## src/sv/pbot_pkg.sv

```systemverilog
// Package for the periodic box overlap test.
// Holds widths, saturation limits and the lane result type; no dependencies.
`default_nettype none
package pbot_pkg;
  localparam int COORD_WIDTH  = 32;
  localparam int PERIOD_WIDTH = 16;
  localparam int CELL_WIDTH   = 31;
  localparam int NUM_WIDTH    = COORD_WIDTH + 1;
  localparam int EXT_WIDTH    = NUM_WIDTH + 1;
  localparam int NUM_AXES     = 3;
  localparam int NUM_DIVS     = 5;
  localparam int DIV_LATENCY  = COORD_WIDTH + 2;
  localparam int PIPE_DEPTH   = DIV_LATENCY + 2;
  localparam int IDX_WIDTH    = 2;

  localparam logic [IDX_WIDTH-1:0] REG_CELL_X = 2'd0;
  localparam logic [IDX_WIDTH-1:0] REG_CELL_Y = 2'd1;
  localparam logic [IDX_WIDTH-1:0] REG_CELL_Z = 2'd2;

  localparam logic [CELL_WIDTH-1:0] CELL_RESET = CELL_WIDTH'(65536);

  localparam logic signed [EXT_WIDTH-1:0] PER_MAX = EXT_WIDTH'(2**(PERIOD_WIDTH-1) - 1);
  localparam logic signed [EXT_WIDTH-1:0] PER_MIN = -PER_MAX - EXT_WIDTH'(1);

  typedef struct packed {
    logic                           err;
    logic                           ovl;
    logic signed [PERIOD_WIDTH-1:0] per;
  } lane_res_t;
endpackage
`default_nettype wire

```

## src/sv/pbot_div.sv

```systemverilog
// Pipelined signed floor divider, one quotient bit per stage.
// Depends on pbot_pkg for widths.
`default_nettype none
module pbot_div
  import pbot_pkg::*;
(
  input  wire                         clk_i,
  input  wire  signed [NUM_WIDTH-1:0] num_i,
  input  wire         [CELL_WIDTH-1:0] den_i,
  output logic signed [NUM_WIDTH-1:0] quo_o,
  output logic        [CELL_WIDTH-1:0] rem_o
);
  logic [COORD_WIDTH-1:0] u_q   [COORD_WIDTH+1];
  logic [COORD_WIDTH-1:0] quo_q [COORD_WIDTH+1];
  logic [CELL_WIDTH-1:0]  rem_q [COORD_WIDTH+1];
  logic                   neg_q [COORD_WIDTH+1];

  always_ff @(posedge clk_i) begin
    neg_q[0] <= num_i[NUM_WIDTH-1];
    u_q[0]   <= num_i[NUM_WIDTH-1] ? ~num_i[COORD_WIDTH-1:0] : num_i[COORD_WIDTH-1:0];
    quo_q[0] <= '0;
    rem_q[0] <= '0;
  end

  for (genvar k = 0; k < COORD_WIDTH; k++) begin : g_stage
    logic [CELL_WIDTH:0] trial;
    logic [CELL_WIDTH:0] diff;
    logic                take;
    always_comb begin
      trial = {rem_q[k], u_q[k][COORD_WIDTH-1-k]};
      diff  = trial - {1'b0, den_i};
      take  = trial >= {1'b0, den_i};
    end
    always_ff @(posedge clk_i) begin
      neg_q[k+1] <= neg_q[k];
      u_q[k+1]   <= u_q[k];
      quo_q[k+1] <= {quo_q[k][COORD_WIDTH-2:0], take};
      rem_q[k+1] <= take ? diff[CELL_WIDTH-1:0] : trial[CELL_WIDTH-1:0];
    end
  end

  always_ff @(posedge clk_i) begin
    if (neg_q[COORD_WIDTH]) begin
      quo_o <= ~{1'b0, quo_q[COORD_WIDTH]};
      rem_o <= den_i - CELL_WIDTH'(1) - rem_q[COORD_WIDTH];
    end else begin
      quo_o <= {1'b0, quo_q[COORD_WIDTH]};
      rem_o <= rem_q[COORD_WIDTH];
    end
  end
endmodule
`default_nettype wire

```

## config.mk

```make
export PLATFORM = sky130hd
export DESIGN_NAME = pbot_div
export DESIGN_NICKNAME = d
export VERILOG_FILES = /design/src/sv/pbot_pkg.sv /design/src/sv/pbot_div.sv
export SDC_FILE = /design/constraint.sdc
export NUM_CORES = 2
export LEC_CHECK = 0
export BUFFER_PORTS_ARGS = -buffer_cell sky130_fd_sc_hd__buf_2
export CORE_AREA = 5 5 449 362
export CTS_CLUSTER_DIAMETER = 50
export DETAILED_ROUTE_END_ITERATION = 12
export DIE_AREA = 0 0 454 367
export GPL_TIMING_DRIVEN = 0
export PLACE_DENSITY = 0.81
export SKIP_LAST_GASP = 1
export SLEW_MARGIN = 20
export SYNTH_ARGS = -nofsm -noshare
export SYNTH_HDL_FRONTEND = slang
export SYNTH_SLANG_ARGS = --single-unit
```

## constraint.sdc

```tcl
create_clock -name clk_i -period 7.14 [get_ports clk_i]
set_input_delay 0.714 -clock clk_i [delete_from_list [all_inputs] [get_ports clk_i]]
set_output_delay 0.714 -clock clk_i [all_outputs]
set_load 0.02 [all_outputs]
```

==> results.py <==
metrics = {
    "worst_hold_path": {
        "min_from": "num_i[0]",
        "holdPathStages": 2,
        "hold_class": "input port to flop",
        "min_delay_worst_endpoint": "u_q[0][0]$_DFF_P_",
    },
    "global_route": {
        "busiest_layer": "met2",
        "grt_max_degree": 27,
        "overflow": 0,
        "met2_usage_pct": 52.87,
        "gr-usage-met1_pct": 42.54,
        "grt_pass1_wl_mm": 440.9,
        "gr-usage-met3_pct": 7.540,
        "grt_use_total_pct": 33.07,
        "grt_pass1_vias": 80690,
        "antenna_found_initial": 9,
    },
    "clock_network": {
        "clkSinkCount": 2145,
        "clk_path_buf_depth": 3,
        "cts_root_buf": "clkbuf_16",
        "h-tree-depth": 4,
        "post_cts_buffers": 0,
        "clk_pin_slew_ns": 0.06,
        "cts_tree": "yes",
        "cts-resized-gates": 0,
        "cts-buffers-inserted": 201,
        "clk_latency_ns": 0.87,
    },
    "routing": {
        "drc": 0,
        "finalWirelength_mm": 285.5,
        "drt.antenna.violating_nets": 0,
        "drtIter0Drc": 7747,
        "routed_via_density": 6.145,
        "routedWlPerCell_um": 21.14,
        "vias": 83020,
        "drt_first_pass_iters": 6,
    },
    "power": {
        "combPwrFrac_pct": 34.7,
        "p_clk_share_pct": 28.6,
        "swShare_pct": 35.13,
        "p_int_uw": 26110,
        "p_sw_uw": 14140,
        "power_uw": 40250,
        "p_leak_uw": 0.05166,
        "pwr-share-seq_pct": 36.7,
        "peakVddDrop_mv": 0.2564,
        "pwr_density_cell_nw_per_um2": 354.3,
    },
    "sta": {
        "finalCriticalPeriod_ns": 5.061,
        "worstMarginPinSlew_ns": 1.102,
        "timing.slew.headroom_pct": 26.42,
        "fin_crit_sh_pct": 70.88,
        "layout_setup_ws_ns": 2.079,
        "drv_slew": 0,
        "setup_viol": 0,
        "hold_viol": 0,
        "skew_ns": 0.04409,
        "timing.hold.ws_ns": 0.05373,
        "rsz0062_at_grt": "no",
        "max_freq_mhz": 197.6,
    },
    "final_layout": {
        "final_common_cell": "dfxtp_1",
        "fillerInstances": 11600,
        "final_nets": 12290,
        "final_cell_mix": "dfxtp_1 (2145), a21oi_1 (1078), ha_1 (993)",
        "drive_gt1_share_pct": 8.067,
        "multiInputGateArea_um2": 56660,
        "area_growth_pct": 11.62,
        "regArea_um2": 42940,
        "stdcell_count": 13510,
        "final_area_um2": 113600,
    },
    "worst_setup_path": {
        "worstRegToRegCells": 14,
        "critical_path.startpoint_type": "input port",
        "cp_max_fo": 24,
        "end_kind": "flop",
        "arrival_ns": 5.74,
        "reg2reg_from": "u_q[0][930]$_DFF_P_",
        "crit_required_ns": 7.82,
        "reg2reg_slack_ns": 2.17,
        "criticalPathCategory": "input port to flop",
        "reg2reg_to": "rem_q[30][28]$_DFF_P_",
    },
    "floorplanning": {
        "start_util_pct": 64.35,
        "rows": 131,
        "fp.dieW_um": 454,
        "core_um2": 158200,
        "boundaryPins": 129,
        "die_area_um2": 166600,
        "die_height_um": 367,
    },
    "yosys": {
        "synth_area_um2": 101800,
        "seq_area_frac_synth_pct": 42.19,
        "synth_area_leaders": "dfxtp_1 (42%), ha_1 (12%), a21oi_1 (5.3%), xnor2_1 (4.1%), o21ai_0 (4.0%)",
        "post_synth_num_cell_types": 85,
        "synthArstFlopShare_pct": 0,
        "yosys.area.top_type": "dfxtp_1",
        "synthCells": 10820,
        "synth-seq-cells": 2145,
        "netlist.area_leader.share_pct": 42.19,
        "synth_nets": 11910,
        "ys_warn_count": 0,
        "synthFlopType": "dfxtp_1",
        "synth_edf_count": 0,
        "synth_area_per_cell_um2": 9.412,
    },
    "job": {
        "maxCapViolations": 0,
    },
    "placed_design": {
        "place_ws_ns": 1.420,
        "placedInstanceArea_um2": 106100,
        "io_buffers": 128,
        "routabilityCongestion": 0.9514,
        "dp.cells": 13110,
        "dpl.hpwl_mm": 203.8,
    },
    "status": {
        "status": "complete, no violations",
    },
}
==> power by group through the flow <==
stage | clock network (uW) | logic (uW) | registers [uW]
4_1_cts | 11700 | 13700 | 14800
3_3_place_gp | 0 | 13000 | 15000
3_5_place_dp | 0 | 13500 | 15000
5_1_grt | 12200 | 15300 | 14900
6_report | 11500 | 14000 | 14800
2_1_floorplan | 0 | 10200 | 14700
==> timing repair <==
item | in CTS | in global routing
endpoints found under the setup margin | 0 | 0
hold buffers | 15 | 0
endpoints found under the hold margin | 15 | 0
==> layout make-up <==
type | instances | area share [%]
Antenna cell | 14 | 0.03083
Buffer | 257 | 0.8909
Clock buffer | 263 | 4.994
Clock inverter | 112 | 1.448
Inverter | 319 | 1.120
Multi-Input combinational cell | 8094 | 49.87
Sequential cell | 2145 | 37.79
Tap cell | 2128 | 2.343
Timing Repair Buffer | 178 | 1.510
==> worst max-delay path, cell delays in order <==
cell and delay [ns]:
buf_4 0.20, buf_16 0.23, ha_1 0.31, fa_1 0.39, nand2b_1 0.18, a21oi_1 0.22, o31a_1 0.28, a211o_1 0.17
a21oi_1 0.12, o21ai_1 0.44, a31oi_1 0.18, o311ai_2 0.98, clkbuf_1 0.58, clkbuf_1 0.48, a21oi_1 0.16
==> registers in the layout, summed over array words and instances (netlist names) <==
name and flops:
neg_q 33, quo_o 33, quo_q 528, rem_o 31
rem_q 992, u_q 528
==> stage by stage <==
stage | utilization, % | TNS (ns)
after floorplan | - | 0
after global placement | 66.44 | -997.20
after detailed placement | 67.09 | 0
after CTS | 71.81 | 0
after global routing | 71.81 | 0
final | 71.83 | 0
==> worst max path at each step <==
stage | from | to | depth (start not counted) | slack, ns
finish | den_i[0] | rem_q[30][28]$_DFF_P_ | 15 | 2.08
global route | den_i[0] | rem_q[30][5]$_DFF_P_ | 15 | 2.06
CTS | den_i[0] | rem_q[30][5]$_DFF_P_ | 15 | 2.29
detailed placement | den_i[0] | rem_q[30][19]$_DFF_P_ | 15 | 1.42
global placement | den_i[1] | rem_q[11][29]$_DFF_P_ | 14 | -1.89
floorplan | den_i[2] | rem_q[12][3]$_DFF_P_ | 13 | 2.65
==> routing by layer <==
metal / share of wire [%] / wire, um
met1: 41 / 117400
met4: 5.0 / 14350
met2: 45 / 128600
met5: 0.013 / 36
met3: 8.8 / 25180
==> synthesized netlist by cell type (17+ instances only) <==
library cell  number
a2111oi_0         22
a211o_1           34
a211oi_1          86
a21boi_0          67
a21o_1           515
a21oi_1         1078
a221oi_1          19
a31o_2            18
a31oi_1           94
and2_1            40
and3_1            72
and4_1            27
buf_1             32
buf_2             17
clkbuf_1         205
dfxtp_1         2145
fa_1              32
ha_1             993
inv_1            318
mux2_2           267
mux2i_1           29
nand2_1          797
nand2b_1         135
nand3_1          134
nand4_1          157
nor2_1           797
nor2b_1          169
nor3_1            96
nor4_1            23
o211ai_1          34
o21a_1           144
o21ai_0          811
o21bai_1         108
o31a_1            45
o31ai_1           55
or2_2             35
or3_1             34
xnor2_1          479
xor2_1           404
==> kinds of logic after synthesis <==
group           Yosys count  share of synthesized area [%]
compound gates         3312                          20.14
xor+xnor                883                          7.598
fa+ha+maj              1025                          12.84
buf+inv                 576                          2.167
flops                  2145                          42.19
mux                     300                          3.283
simple gates           2574                          11.79
Power figures use the tool's default switching activity.
